`src/rtl/trsd_pkg.sv`:
```
// ----------------------------------------------------------------------------
// trsd_pkg: shared types and codes for the touch slider direction core
// Item structs, mode, step and register index codes.
// ----------------------------------------------------------------------------
package trsd_pkg;

  localparam int ReadingW   = 16;
  localparam int LevelW     = 8;
  localparam int PadIdxW    = 3;
  localparam int CfgDataW   = 16;
  localparam int CfgIdxW    = 2;

  localparam logic [1:0] MODE_CAPTURE = 2'd0;
  localparam logic [1:0] MODE_SENSE   = 2'd1;
  localparam logic [1:0] MODE_CLEAR   = 2'd2;

  localparam logic [1:0] STEP_NONE = 2'd0;
  localparam logic [1:0] STEP_UP   = 2'd1;
  localparam logic [1:0] STEP_DOWN = 2'd2;

  localparam logic [CfgIdxW-1:0] REG_TOUCH_THRESHOLD    = 2'd0;
  localparam logic [CfgIdxW-1:0] REG_BRIGHTNESS_STEP    = 2'd1;
  localparam logic [CfgIdxW-1:0] REG_INITIAL_BRIGHTNESS = 2'd2;

  localparam logic [ReadingW-1:0] THRESHOLD_RST = 16'd100;
  localparam logic [LevelW-1:0]   STEP_RST      = 8'd10;
  localparam logic [LevelW-1:0]   INIT_RST      = 8'd128;

  typedef struct packed {
    logic [1:0]          mode;
    logic [PadIdxW-1:0]  pad_index;
    logic [ReadingW-1:0] reading;
    logic                last_pad;
  } in_item_t;

  typedef struct packed {
    logic [LevelW-1:0] brightness;
    logic [1:0]        step_taken;
  } out_item_t;

endpackage

```
`src/rtl/touch_ring_slider_direction_core.sv`:
```
// ----------------------------------------------------------------------------
// touch_ring_slider_direction_core: capacitive slider direction decoder
// Tracks touched pads across scans and steps a brightness level up or down.
// ----------------------------------------------------------------------------
// Usage:
//   in channel  (in_valid / in_stall / in_data): one pad reading per item,
//     with mode (capture, sense, clear), pad index and end-of-scan mark.
//   out channel (out_valid / out_stall / out_data): exactly one result item
//     per input item: brightness after the item and the step direction.
//   cfg port (cfg_we / cfg_index / cfg_data): threshold, step and initial
//     brightness; write only while the core is idle.
// The item is evaluated in the accept cycle and the result appears from the
// output register on the next cycle. An item can be accepted every cycle
// while the receiver does not stall; the rate is set by the single output
// register, which is refilled in the same cycle it is drained.
// When the receiver stalls with a result pending, in_stall rises and the
// pending result holds until taken.
// Reset (synchronous, active high) restores the register defaults, sets the
// level to 128 and forgets all touches. Baselines are not cleared; capture
// every pad before sensing it.
// ----------------------------------------------------------------------------
module touch_ring_slider_direction_core
  import trsd_pkg::*;
#(
  parameter int PADS = 3
) (
  input  logic                clk,
  input  logic                rst,
  input  logic                in_valid,
  output logic                in_stall,
  input  in_item_t            in_data,
  output logic                out_valid,
  input  logic                out_stall,
  output out_item_t           out_data,
  input  logic                cfg_we,
  input  logic [CfgIdxW-1:0]  cfg_index,
  input  logic [CfgDataW-1:0] cfg_data
);

  localparam int IdxW = (PADS > 1) ? $clog2(PADS) : 1;
  localparam logic [PadIdxW:0]   PadCount = (PadIdxW+1)'(PADS);
  localparam logic [PadIdxW-1:0] LastPad  = PadIdxW'(PADS - 1);

  // configuration
  logic [ReadingW-1:0] touch_threshold;
  logic [LevelW-1:0]   brightness_step;
  logic [LevelW-1:0]   initial_brightness;

  // tracking state
  logic [ReadingW-1:0] pad_baseline [PADS];
  logic [PadIdxW-1:0]  first_pad, first_pad_next;
  logic                first_valid, first_valid_next;
  logic [PadIdxW-1:0]  second_pad, second_pad_next;
  logic                second_valid, second_valid_next;
  logic [LevelW-1:0]   level, level_next;
  logic [1:0]          step_next;

  logic                accept;
  logic                in_range;
  logic [IdxW-1:0]     base_idx;
  logic [ReadingW-1:0] base;
  logic [ReadingW-1:0] diff;
  logic                touched;
  logic [PadIdxW-1:0]  fp1, sp1;
  logic                fv1, sv1;
  logic                up;
  logic [LevelW:0]     raised_sum;
  logic [LevelW-1:0]   raised, lowered;

  assign accept   = in_valid && !in_stall;
  assign in_stall = out_valid && out_stall;

  assign in_range = {1'b0, in_data.pad_index} < PadCount;
  assign base_idx = in_data.pad_index[IdxW-1:0];
  assign base     = pad_baseline[base_idx];
  assign diff     = (in_data.reading > base) ? (in_data.reading - base)
                                             : (base - in_data.reading);
  assign touched  = in_range && (diff > touch_threshold);

  assign raised_sum = {1'b0, level} + {1'b0, brightness_step};
  assign raised     = raised_sum[LevelW] ? {LevelW{1'b1}} : raised_sum[LevelW-1:0];
  assign lowered    = (level > brightness_step) ? (level - brightness_step) : '0;

  // touch capture, ahead of end-of-scan evaluation
  always_comb begin
    fp1 = first_pad;
    fv1 = first_valid;
    sp1 = second_pad;
    sv1 = second_valid;
    if (touched) begin
      if (!first_valid) begin
        fp1 = in_data.pad_index;
        fv1 = 1'b1;
      end else if (first_pad != in_data.pad_index) begin
        sp1 = in_data.pad_index;
        sv1 = 1'b1;
      end
    end
  end

  // wraparound between last pad and pad 0 reverses the plain order rule
  always_comb begin
    if (fp1 > sp1) begin
      up = (fp1 == LastPad) && (sp1 == '0);
    end else begin
      up = !((fp1 == '0) && (sp1 == LastPad));
    end
  end

  always_comb begin
    first_pad_next    = first_pad;
    first_valid_next  = first_valid;
    second_pad_next   = second_pad;
    second_valid_next = second_valid;
    level_next        = level;
    step_next         = STEP_NONE;
    unique case (in_data.mode)
      MODE_CAPTURE: begin
        level_next        = initial_brightness;
        first_valid_next  = 1'b0;
        second_valid_next = 1'b0;
      end
      MODE_CLEAR: begin
        first_valid_next  = 1'b0;
        second_valid_next = 1'b0;
      end
      MODE_SENSE: begin
        first_pad_next    = fp1;
        first_valid_next  = fv1;
        second_pad_next   = sp1;
        second_valid_next = sv1;
        if (in_data.last_pad && fv1 && sv1 && (fp1 != sp1)) begin
          if (up) begin
            level_next = raised;
            step_next  = STEP_UP;
          end else begin
            level_next = lowered;
            step_next  = STEP_DOWN;
          end
          first_pad_next    = sp1;
          second_valid_next = 1'b0;
        end
      end
      default: ;
    endcase
  end

  always_ff @(posedge clk) begin
    if (rst) begin
      touch_threshold    <= THRESHOLD_RST;
      brightness_step    <= STEP_RST;
      initial_brightness <= INIT_RST;
    end else if (cfg_we) begin
      unique case (cfg_index)
        REG_TOUCH_THRESHOLD:    touch_threshold    <= cfg_data;
        REG_BRIGHTNESS_STEP:    brightness_step    <= cfg_data[LevelW-1:0];
        REG_INITIAL_BRIGHTNESS: initial_brightness <= cfg_data[LevelW-1:0];
        default: ;
      endcase
    end
  end

  always_ff @(posedge clk) begin
    if (accept && (in_data.mode == MODE_CAPTURE) && in_range) begin
      pad_baseline[base_idx] <= in_data.reading;
    end
  end

  always_ff @(posedge clk) begin
    if (rst) begin
      first_valid  <= 1'b0;
      second_valid <= 1'b0;
      level        <= INIT_RST;
      out_valid    <= 1'b0;
    end else begin
      if (accept) begin
        first_valid  <= first_valid_next;
        second_valid <= second_valid_next;
        level        <= level_next;
        out_valid    <= 1'b1;
      end else if (!out_stall) begin
        out_valid <= 1'b0;
      end
    end
  end

  always_ff @(posedge clk) begin
    if (accept) begin
      first_pad           <= first_pad_next;
      second_pad          <= second_pad_next;
      out_data.brightness <= level_next;
      out_data.step_taken <= step_next;
    end
  end

`ifndef SYNTHESIS
  a_accept_gives_result: assert property (@(posedge clk) disable iff (rst)
    accept |=> out_valid)
    else $error("accepted item produced no result");

  a_second_needs_first: assert property (@(posedge clk) disable iff (rst)
    second_valid |-> first_valid)
    else $error("second touch held without a first");

  a_pads_differ: assert property (@(posedge clk) disable iff (rst)
    (first_valid && second_valid) |-> (first_pad != second_pad))
    else $error("first and second touch on the same pad");

  a_capture_loads_level: assert property (@(posedge clk) disable iff (rst)
    (accept && in_data.mode == MODE_CAPTURE) |=>
      (out_data.brightness == $past(initial_brightness) &&
       out_data.step_taken == STEP_NONE))
    else $error("capture did not load the initial brightness");
`endif

endmodule
```
`config.mk`:
```
export PLATFORM = sky130hd
export DESIGN_NAME = touch_ring_slider_direction_core
export DESIGN_NICKNAME = d
export VERILOG_FILES = /design/src/rtl/trsd_pkg.sv /design/src/rtl/touch_ring_slider_direction_core.sv
export SDC_FILE = /design/constraint.sdc
export NUM_CORES = 1
export LEC_CHECK = 0
export ABC_AREA = 0
export BUFFER_PORTS_ARGS = -buffer_cell sky130_fd_sc_hd__buf_2
export CAP_MARGIN = 20
export CELL_PAD_IN_SITES_DETAIL_PLACEMENT = 0
export CELL_PAD_IN_SITES_GLOBAL_PLACEMENT = 1
export CORE_MARGIN = 2
export CORE_UTILIZATION = 45
export CTS_CLUSTER_DIAMETER = 30
export CTS_CLUSTER_SIZE = 8
export DETAILED_ROUTE_END_ITERATION = 10
export PLACE_DENSITY_LB_ADDON = 0.1
export RECOVER_POWER = 100
export SYNTH_ARGS = -nofsm -noshare
export SYNTH_HDL_FRONTEND = slang
export SYNTH_SLANG_ARGS = --single-unit
```
`constraint.sdc`:
```
create_clock -name clk -period 20.8 [get_ports clk]
set_clock_uncertainty 0.1 [all_clocks]
set_input_delay 2.08 -clock clk [delete_from_list [all_inputs] [get_ports clk]]
set_output_delay 2.08 -clock clk [all_outputs]
set_load 0.1 [all_outputs]
```
Yosys cells after proc, flatten, opt, wreduce, memory -nomap -nowiden
Memory sizes are Yosys's and may differ from the RTL's.
Cells that the tools add are included.
{"block": "classes", "order_cmp": 5, "eq_ne": 9, "reduce_logical": 24, "add_sub_neg": 4, "n_mux": 25}
{"cell": "greater-than comparator 16 bit", "count": 2}
{"cell": "2-to-1 mux 8 bit", "count": 4}
{"cell": "subtractor 16 bit", "count": 2}
{"cell": "2-to-1 mux 3 bit", "count": 6}
{"cell": "2-to-1 mux 16 bit", "count": 1}
{"cell": "case mux 8 bit (2 select lines)", "count": 1}
{"cell": "AND reduction 2 bit", "count": 6}
{"cell": "logical AND 1 bit", "count": 10}
{"cell": "2-to-1 mux 1 bit", "count": 10}
{"cell": "adder 8 x 8 -> 9 bit", "count": 1}
{"cell": "greater-than comparator 8 bit", "count": 1}
{"cell": "subtractor 8 bit", "count": 1}
{"cell": "equality test 3 x 2 -> 1 bit, second input constant", "count": 2}
{"cell": "logical NOT 3 bit", "count": 2}
{"cell": "!= test 3 bit", "count": 2}
{"cell": "equality test 2 x 1 -> 1 bit, second input constant", "count": 2}
{"cell": "equality test 2 bit, second input constant", "count": 2}
{"cell": "logical NOT 2 bit", "count": 2}
{"cell": "case mux 1 bit (2 select lines)", "count": 2}
{"cell": "greater-than comparator 3 bit", "count": 1}
{"cell": "less-than comparator 3 x 2 -> 1 bit, second input constant", "count": 1}
{"cell": "logical NOT 1 bit", "count": 2}
{"cell": "2-to-1 mux 2 bit", "count": 1}
{"cell": "!= test 2 x 1 -> 1 bit, second input constant", "count": 1}
{"cell": "2 further kinds", "count": 2}
{"block": "totals", "reg_bits": 59, "out_inout_bits": 12, "inputBits": 45, "elab_cells": 79, "n_memories": 1, "ram_bits": 48}
{"memory": "pad_baseline", "depth": 3, "width": 16, "read_ports": 1, "rd_clocked_by_memory_dff": 0, "write_ports": 1, "line_no": "touch_ring_slider_direction_core.sv:50", "source": "logic [ReadingW-1:0] pad_baseline [PADS];"}

Longest topological paths before layout
Gate-level depths: netlist (run 1).
An unclocked memory read counts as a cell.
{"block": "logic_depth", "ltp_word": 13, "ltp_mapped": 36, "mapped_depth_nobuf": 32}

Least setup slack after synthesis (run 1)
Ideal clock, no wire load.
{"block": "synth_timing", "path_type": "input to register", "from": "input port in_data[17] in the netlist's numbering", "to": "register out_data[8] in the netlist's numbering (data pin)", "setup_time_ns": 0.260, "slack_ns": 11.370, "stages": 32, "arrival_ns": 9.070, "t_required_ns": 20.440, "path_buffers": 4, "path_cell_list": "clkbuf_1 -> buf_1 -> mux2i_1 -> o21a_1 -> inv_1 -> ha_1 -> clkbuf_1 -> a21oi_1 -> a211oi_1 -> or4_1 -> clkbuf_1 -> o21ai_4 -> mux2_2 -> a31oi_1 -> mux2i_1 -> o21ai_0 -> nor3_1 -> ha_1 -> and3_1 -> and3_1 -> a221o_1 -> o31a_1 -> nand2_1 -> mux2i_1 -> inv_1 -> ha_1 -> nand3_1 -> and2_1 -> o2111ai_1 -> a21boi_0 -> o2111a_1 -> nor2_1"}
{"block": "synth_via", "elab_chain_cells": 13, "elab_cells_between_ends": 34, "cone_classes": "add/sub: 2; order compare: 4; eq/ne: 4; mux: 14; reduce/logical: 9; memory: 1"}
{"item": "from (decl)", "line_no": "touch_ring_slider_direction_core.sv:31", "source": "input in_item_t in_data,"}
{"item": "memory (3 x 16 bit)"}
{"item": "subtractor 16 bit (tied with other cells)", "line_no": "touch_ring_slider_direction_core.sv:77", "source": ": (base - in_data.reading);"}
{"item": "2-to-1 mux 16 bit", "line_no": "touch_ring_slider_direction_core.sv:76", "source": "assign diff = (in_data.reading > base) ? (in_data.reading - base)"}
{"item": "greater-than comparator 16 bit", "line_no": "touch_ring_slider_direction_core.sv:78", "source": "assign touched = in_range && (diff > touch_threshold);"}
{"item": "logical AND 1 bit", "line_no": "touch_ring_slider_direction_core.sv:78"}
{"item": "2-to-1 mux 3 bit (*)", "line_no": "touch_ring_slider_direction_core.sv:90", "source": "if (touched) begin"}
{"item": "named net sp1[0]", "line_no": "touch_ring_slider_direction_core.sv:64", "source": "logic [PadIdxW-1:0] fp1, sp1;"}
{"item": "branches (longest 5 deep; another with greater-than comparator 3 bit)"}
{"item": "2-to-1 mux 8 bit (*)", "line_no": "touch_ring_slider_direction_core.sv:132", "source": "if (in_data.last_pad && fv1 && sv1 && (fp1 != sp1)) begin"}
{"item": "case mux 8 bit (2 select lines) (*)", "line_no": "touch_ring_slider_direction_core.sv:117", "source": "unique case (in_data.mode)"}
{"item": "named net level_next[6]", "line_no": "touch_ring_slider_direction_core.sv:55", "source": "logic [LevelW-1:0] level, level_next;"}
{"item": "to (decl)", "line_no": "touch_ring_slider_direction_core.sv:34", "source": "output out_item_t out_data,"}
Mark *: on every way through the listed nets, which the timed path passes.
A chain may end at the register's enable or synchronous reset.

Worst setup path after layout (run 1)
{"block": "layout_timing", "from": "input port in_data[17] in the netlist's numbering", "to": "register level[1]"}
{"block": "layout_via", "elab_chain_cells": 13, "elab_cells_between_ends": 34, "cone_classes": "add/sub: 2; order compare: 4; eq/ne: 4; mux: 14; reduce/logical: 9; memory: 1"}
{"item": "memory (3 x 16 bit)"}
{"item": "subtractor 16 bit (tied with other cells)", "line_no": "touch_ring_slider_direction_core.sv:77"}
{"item": "2-to-1 mux 16 bit", "line_no": "touch_ring_slider_direction_core.sv:76"}
{"item": "greater-than comparator 16 bit", "line_no": "touch_ring_slider_direction_core.sv:78"}
{"item": "logical AND 1 bit", "line_no": "touch_ring_slider_direction_core.sv:78"}
{"item": "2-to-1 mux 3 bit (*)", "line_no": "touch_ring_slider_direction_core.sv:90"}
{"item": "named net sp1[0]", "line_no": "touch_ring_slider_direction_core.sv:64"}
{"item": "branches (longest 5 deep; another with greater-than comparator 3 bit)"}
{"item": "2-to-1 mux 8 bit (*)", "line_no": "touch_ring_slider_direction_core.sv:132"}
{"item": "case mux 8 bit (2 select lines) (*)", "line_no": "touch_ring_slider_direction_core.sv:117"}
{"item": "to (signal assigned)", "line_no": "touch_ring_slider_direction_core.sv:179", "source": "level <= level_next;"}
{"item": "to (decl)", "line_no": "touch_ring_slider_direction_core.sv:55"}
Marks and branches as above.

==> results of run 1 <==
final cells by class:
| class | count | area (um2) | share of cell area, % |
|---|---|---|---|
| inverter | 82 | 308 | 3.76 |
| timing repair buffer | 63 | 279 | 3.41 |
| sequential | 107 | 2780 | 34.0 |
| clock inverter | 7 | 75.1 | 0.917 |
| multi-input combinational | 597 | 4250 | 51.8 |
| tap | 220 | 275 | 3.36 |
| clock buffer | 9 | 225 | 2.75 |
cell families (layout without fill, tap and decap cells):
group                    after synthesis  in the layout  share of synthesized area, %
AO/OA/AOI/OAI                        231            231                          21.4
flip-flops                           107            107                          37.2
multiplexers                          43             43                          5.86
XOR/XNOR                              21             21                          2.46
adder cells (fa/ha/maj)               70             70                          12.1
buffers and inverters                118            161                          6.06
AND/OR/NAND/NOR                      232            232                          14.9
sequential cells by signal, indices dropped and copies added, names as in the netlist:
name and cells:
level 8, initial_brightness 8, out_valid 1, first_valid 1, touch_threshold 16, second_pad 3, first_pad 3, out_data 10
pad_baseline 48, second_valid 1, brightness_step 8
worst max-delay path, delay by kind of cell:
family                     cells  cell delay (ns)
AOI/OAI and AO/OA             10             3.54
adders and majority gates      3             1.12
buffers and inverters          4             1.63
muxes                          4             1.17
and+or+nand+nor               10             2.01
synth_stat cells (5+ instances only):
library cell and count:
a211o_1 7, a211oi_1 9, a21o_1 14, a21oi_1 61, a31oi_1 9, and2_1 10, and3_1 8, buf_2 7
clkbuf_1 24, dfxtp_1 43, edfxtp_1 64, ha_1 66, inv_1 81, mux2_2 6, mux2i_1 37, nand2_1 78
nand2b_1 5, nand3_1 15, nand3b_1 5, nand4_1 7, nor2_1 57, nor2b_1 9, nor3_1 16, o211ai_1 10
o21a_1 25, o21ai_0 30, o22ai_1 6, o31ai_1 6, xnor2_1 13, xor2_1 8
path summary, 6_finish.rpt:
check                                     endpoint  cells after the start
setup / recovery             level[1]$_SDFFE_PP0P_                     31
hold / removal    touch_threshold[13]$_SDFFE_PP0P_                      2
setup reg to reg             level[1]$_SDFFE_PP0P_                     30
hold reg to reg   touch_threshold[13]$_SDFFE_PP0P_                      2
per-layer routing:
layer | track usage, % | wire length, um | vias up
met2 | 38.5 | 9370 | 131
li1 | - | - | 3047
met1 | 27.1 | 8510 | 2871
met5 | 0 | 0 | -
met3 | 3.14 | 640 | 28
met4 | 7.89 | 454 | 0
power groups by stage:
stage / Combinational (mW) / Sequential [mW] / Clock, mW
after floorplan: 0.110 / 0.248 / 0
after global placement: 0.159 / 0.239 / 0
after detailed placement: 0.160 / 0.239 / 0
after CTS: 0.161 / 0.234 / 0.180
after global routing: 0.179 / 0.235 / 0.188
final: 0.161 / 0.234 / 0.177
==> results.txt, run 1 <==
H-tree Lvls - 3
Starting Density - 45.6%
n_diodes - 0
drt initial violations - 385
# rows - 47
Final min period - 11.46 ns
fin cells - 1085
I/O Pins - 57
flops & latches, synth - 107
Post-synth EDFFs - 64
sequential area share after synthesis - 37.2%
synthesized area - 7480 um2
most used flip-flop cell after synthesis - edfxtp_1
routed len/inst - 17.5 um
antenna viol nets, final - 0
Sink Count - 107
min-delay src - touch_threshold[13]$_SDFFE_PP0P_
Worst Hold Class - register to register
Worst Setup End Kind - register
DR pass1 iterations - 5
Final HPWL DP - 14700 um
Mapped Nets - 937
commonest non-fill, non-tap cell in the layout - inv_1
Internal - 0.385 mW
RSZ-0062 raised after global routing - false
CTS tree - built
crit share post-route - 55.1%
crit-path max FO - 25
layout net count - 975
total grt overflow - 0
Max VDD drop - 41.2 uV
Synth Instances - 822
Critical Path AT - 11.61 ns
Avg Inst Size Synth - 9.10 um2
die height - 133 um
final setup fails - 0
clk buf depth - 2
Max-cap violations - 2
GRT Resource Usage Total - 21.8%
die area - 17700 um2
layout cells sized above 1 - 7.51%
CP Class - input port to register
critical path required time - 20.95 ns
Synth area leaders - edfxtp_1, dfxtp_1, ha_1
ys async rst share - 0%
largest net degree at the start of global routing - 45
reg-to-reg slack, setup - 11.99 ns
most frequent cells in the layout - inv_1, nand2_1, ha_1, edfxtp_1, a21oi_1
CTS Buf Count - 9
Comb pwr share - 28.1%
Vias per Instance - 5.60
total power - 0.572 mW
Critical Path Start Type - input port
Seq pwr share - 41.0%
design area - 8190 um2
Yosys warning total - 0
hold_ws - 0.359 ns
Worst path max stage delay - 1.14 ns
via count - 6077
Power Density - 69.8 nW/um2
Distinct cells, synth - 73
Fin. Hold Viols - 0
failing checks - max-capacitance violations, max-slew violations
Clock transition at path regs - 0.07 ns
clk_lat worst skew - 0.36 ns
final WL - 19000 um
worst setup margin - 9.34 ns
setup repair bufs after CTS - 0
gpl congestion - 0.883
vias in the first global route - 5985
Max Freq - 87.2 MHz
Yosys top cell by area - edfxtp_1
final core occ - 49.9%
# hold bufs at CTS - 0
sw frac - 32.6%
Clk pwr share - 30.9%
outcome - complete, but fails checks
DRC - 0
Die X - 133 um
pre-CTS setup slack - 9.71 ns
max_slew headroom - -39.0%
Lkg Pwr - 3.42 nW
Synth top area share - 25.7%
Area Growth Syn to Fin - 9.52%
# resized after CTS - 0
CTS root buffer - clkbuf_16
Core ar. - 16400 um2
max-slew violations - 71
Cell Area, Placed - 7940 um2
placed cell count - 1067
reg2reg start - pad_baseline[0][12]$_DFFE_PP_
Fill cells - 1582
Worst Setup SP - in_data[17]
Slew @ Worst Pin - 2.08 ns
slowest stage cell on the critical path - clkbuf_1
setup TNS - 0 ns
sw power - 0.187 mW
initial antenna violation count - 0
PortBufs - 56
first-pass GRT wire length - 30600 um
Note: power is estimated with default switching activity, not from simulation.
==> run 2, diff against run 1 <==
ABC_AREA = 1   (was 0)
clock period = 10.8 ns   (was 20.8 ns; I/O delays follow)
==> results.txt, run 2 <==
outcome - finished clean
# rows - 46
commonest non-fill, non-tap cell in the layout - nand2_1
RSZ-0062 raised after global routing - false
Power Density - 144 nW/um2
CP Class - input port to register
Critical Path Start Type - input port
Clk pwr share - 30.8%
WHS Path Cells - 2
Core ar. - 15800 um2
routed len/inst - 15.5 um
Top reg by flops - pad_baseline
DR pass1 iterations - 4
final WL - 18200 um
max reg flops - 48
Worst path most repeated cell - nand2_1
max-slew violations - 0
flops & latches, synth - 107
critical path required time - 10.79 ns
sequential area share after synthesis - 38.4%
Worst Setup End Kind - register
Die X - 131 um
drt initial violations - 227
Starting Density - 45.7%
final setup fails - 0
Final min period - 8.66 ns
Sink Count - 107
Synth Instances - 905
layout cells sized above 1 - 7.61%
GRT Resource Usage Total - 22.5%
CTS root buffer - clkbuf_16
# hold bufs at CTS - 0
reg2reg start - pad_baseline[2][12]$_DFFE_PP_
DRC - 0
Vias per Instance - 5.16
via count - 6065
Reg2Reg Depth - 36
Post-synth EDFFs - 64
vias in the first global route - 5980
sw frac - 36.2%
Avg Inst Size Synth - 8.00 um2
initial antenna violation count - 0
Critical Path AT - 8.65 ns
most frequent cells in the layout - nand2_1, inv_1, a21oi_1, ha_1, edfxtp_1
most used flip-flop cell after synthesis - edfxtp_1
design area - 7960 um2
Final HPWL DP - 14200 um
gpl congestion - 0.877
hold worst-path end - initial_brightness[2]$_SDFFE_PP0P_
die area - 17100 um2
Cell Area, Placed - 7720 um2
setup TNS - 0 ns
first-pass GRT wire length - 29600 um
CTS tree - built
sw power - 0.414 mW
max_slew headroom - 21.9%
# resized after CTS - 0
synthesized area - 7240 um2
biggest regs - pad_baseline x48, touch_threshold x16, out_data x10
H-tree Lvls - 3
die height - 131 um
PortBufs - 56
FF-to-FF End - out_data[7]$_DFFE_PP_
Clock transition at path regs - 0.08 ns
Area Growth Syn to Fin - 10.0%
largest net degree at the start of global routing - 26
Max VDD drop - 81.4 uV
antenna viol nets, final - 0
Fin. Hold Viols - 0
Worst path max stage delay - 0.75 ns
Max Freq - 115 MHz
crit-path max FO - 25
Yosys top cell by area - edfxtp_1
reg-to-reg slack, setup - 3.82 ns
Synth area leaders - edfxtp_1, dfxtp_1, ha_1
Lkg Pwr - 3.70 nW
Mapped Nets - 1020
synth cell count leaders - inv_1, nand2_1, a21oi_1, ha_1, edfxtp_1
clk_lat worst skew - 0.36 ns
Worst Hold Class - register to register
Comb pwr share - 29.4%
n_diodes - 0
min-delay src - initial_brightness[2]$_SDFFE_PP0P_
ys async rst share - 0%
Synth top area share - 26.6%
Seq pwr share - 39.8%
clk buf depth - 2
CTS Buf Count - 9
Yosys warning total - 0
slowest stage cell on the critical path - clkbuf_1
crit share post-route - 80.2%
layout net count - 1069
Slew @ Worst Pin - 1.18 ns
Internal - 0.729 mW
total grt overflow - 0
Max-cap violations - 0
setup repair bufs after CTS - 0
Distinct cells, synth - 46
I/O Pins - 57
run 2: worst max-delay path by stage:
stage | startpoint | endpoint | slack (ns) | cells after the start
3_5_place_dp | in_data[18] | out_data[7]$_DFFE_PP_ | 2.62 | 39
5_1_grt | in_data[18] | level[3]$_SDFFE_PP0P_ | 1.36 | 39
4_1_cts | in_data[18] | out_data[7]$_DFFE_PP_ | 2.98 | 39
3_3_place_gp | in_data[18] | out_data[7]$_DFFE_PP_ | 2.80 | 39
2_1_floorplan | in_data[18] | out_data[2]$_DFFE_PP_ | 4.34 | 42
6_report | in_data[18] | out_data[7]$_DFFE_PP_ | 2.14 | 37
run 2: area by class of cell:
| class | count | area [um2] |
|---|---|---|
| Fill cell | 1556 | 7860 |
| Multi-Input combinational cell | 601 | 3670 |
| Sequential cell | 107 | 2780 |
| Inverter | 173 | 649 |
| Tap cell | 216 | 270 |
| Timing Repair Buffer | 62 | 269 |
| Clock buffer | 9 | 225 |
| Clock inverter | 7 | 98.8 |
run 2: critical path, delay by kind of cell:
| kind | cells | cell delay (ns) |
|---|---|---|
| compound gates | 6 | 1.91 |
| buf+inv | 6 | 1.42 |
| fa+ha+maj | 3 | 1.01 |
| xor+xnor | 1 | 0.23 |
| simple gates | 21 | 2.95 |
run 2: cell families (layout without fill, tap and decap cells):
kind of cell               Yosys count  count (layout)  share of synthesized area [%]
and+or+nand+nor                    307             307                           18.7
AOI/OAI and AO/OA                  197             197                           16.3
buffers and inverters              197             251                           10.6
DFF                                107             107                           38.4
adders and majority gates           70              70                           12.5
xor gates and xnor gates            22              22                           2.66
muxes                                5               5                          0.743
run 2: per-layer routing:
layer  track usage, %  share of wire, %
met4             7.95               2.6
met5                0                 0
met1             26.1                42
met2             41.7                52
met3             3.95               3.2
run 2: power groups by stage:
stage	Combinational (mW)	Sequential [mW]	Clock, mW
after floorplan	0.238	0.482	0
after global placement	0.336	0.464	0
after detailed placement	0.339	0.464	0
after CTS	0.341	0.455	0.362
after global routing	0.383	0.456	0.378
final	0.336	0.455	0.352
run 2: stage by stage:
stage | total power [mW] | instances | hold WS [ns] | utilization [%] | worst slack (ns)
detailed placement | 0.803 | 1158 | 0.356 | 48.8 | 2.62
finish | 1.14 | 1175 | 0.369 | 50.3 | 2.14
floorplan | 0.719 | 905 | 0.335 | - | 4.34
CTS | 1.16 | 1174 | 0.372 | 50.8 | 2.98
global route | 1.22 | 1175 | 0.387 | 50.3 | 1.36
global placement | 0.800 | 1158 | 0.352 | 48.8 | 2.80
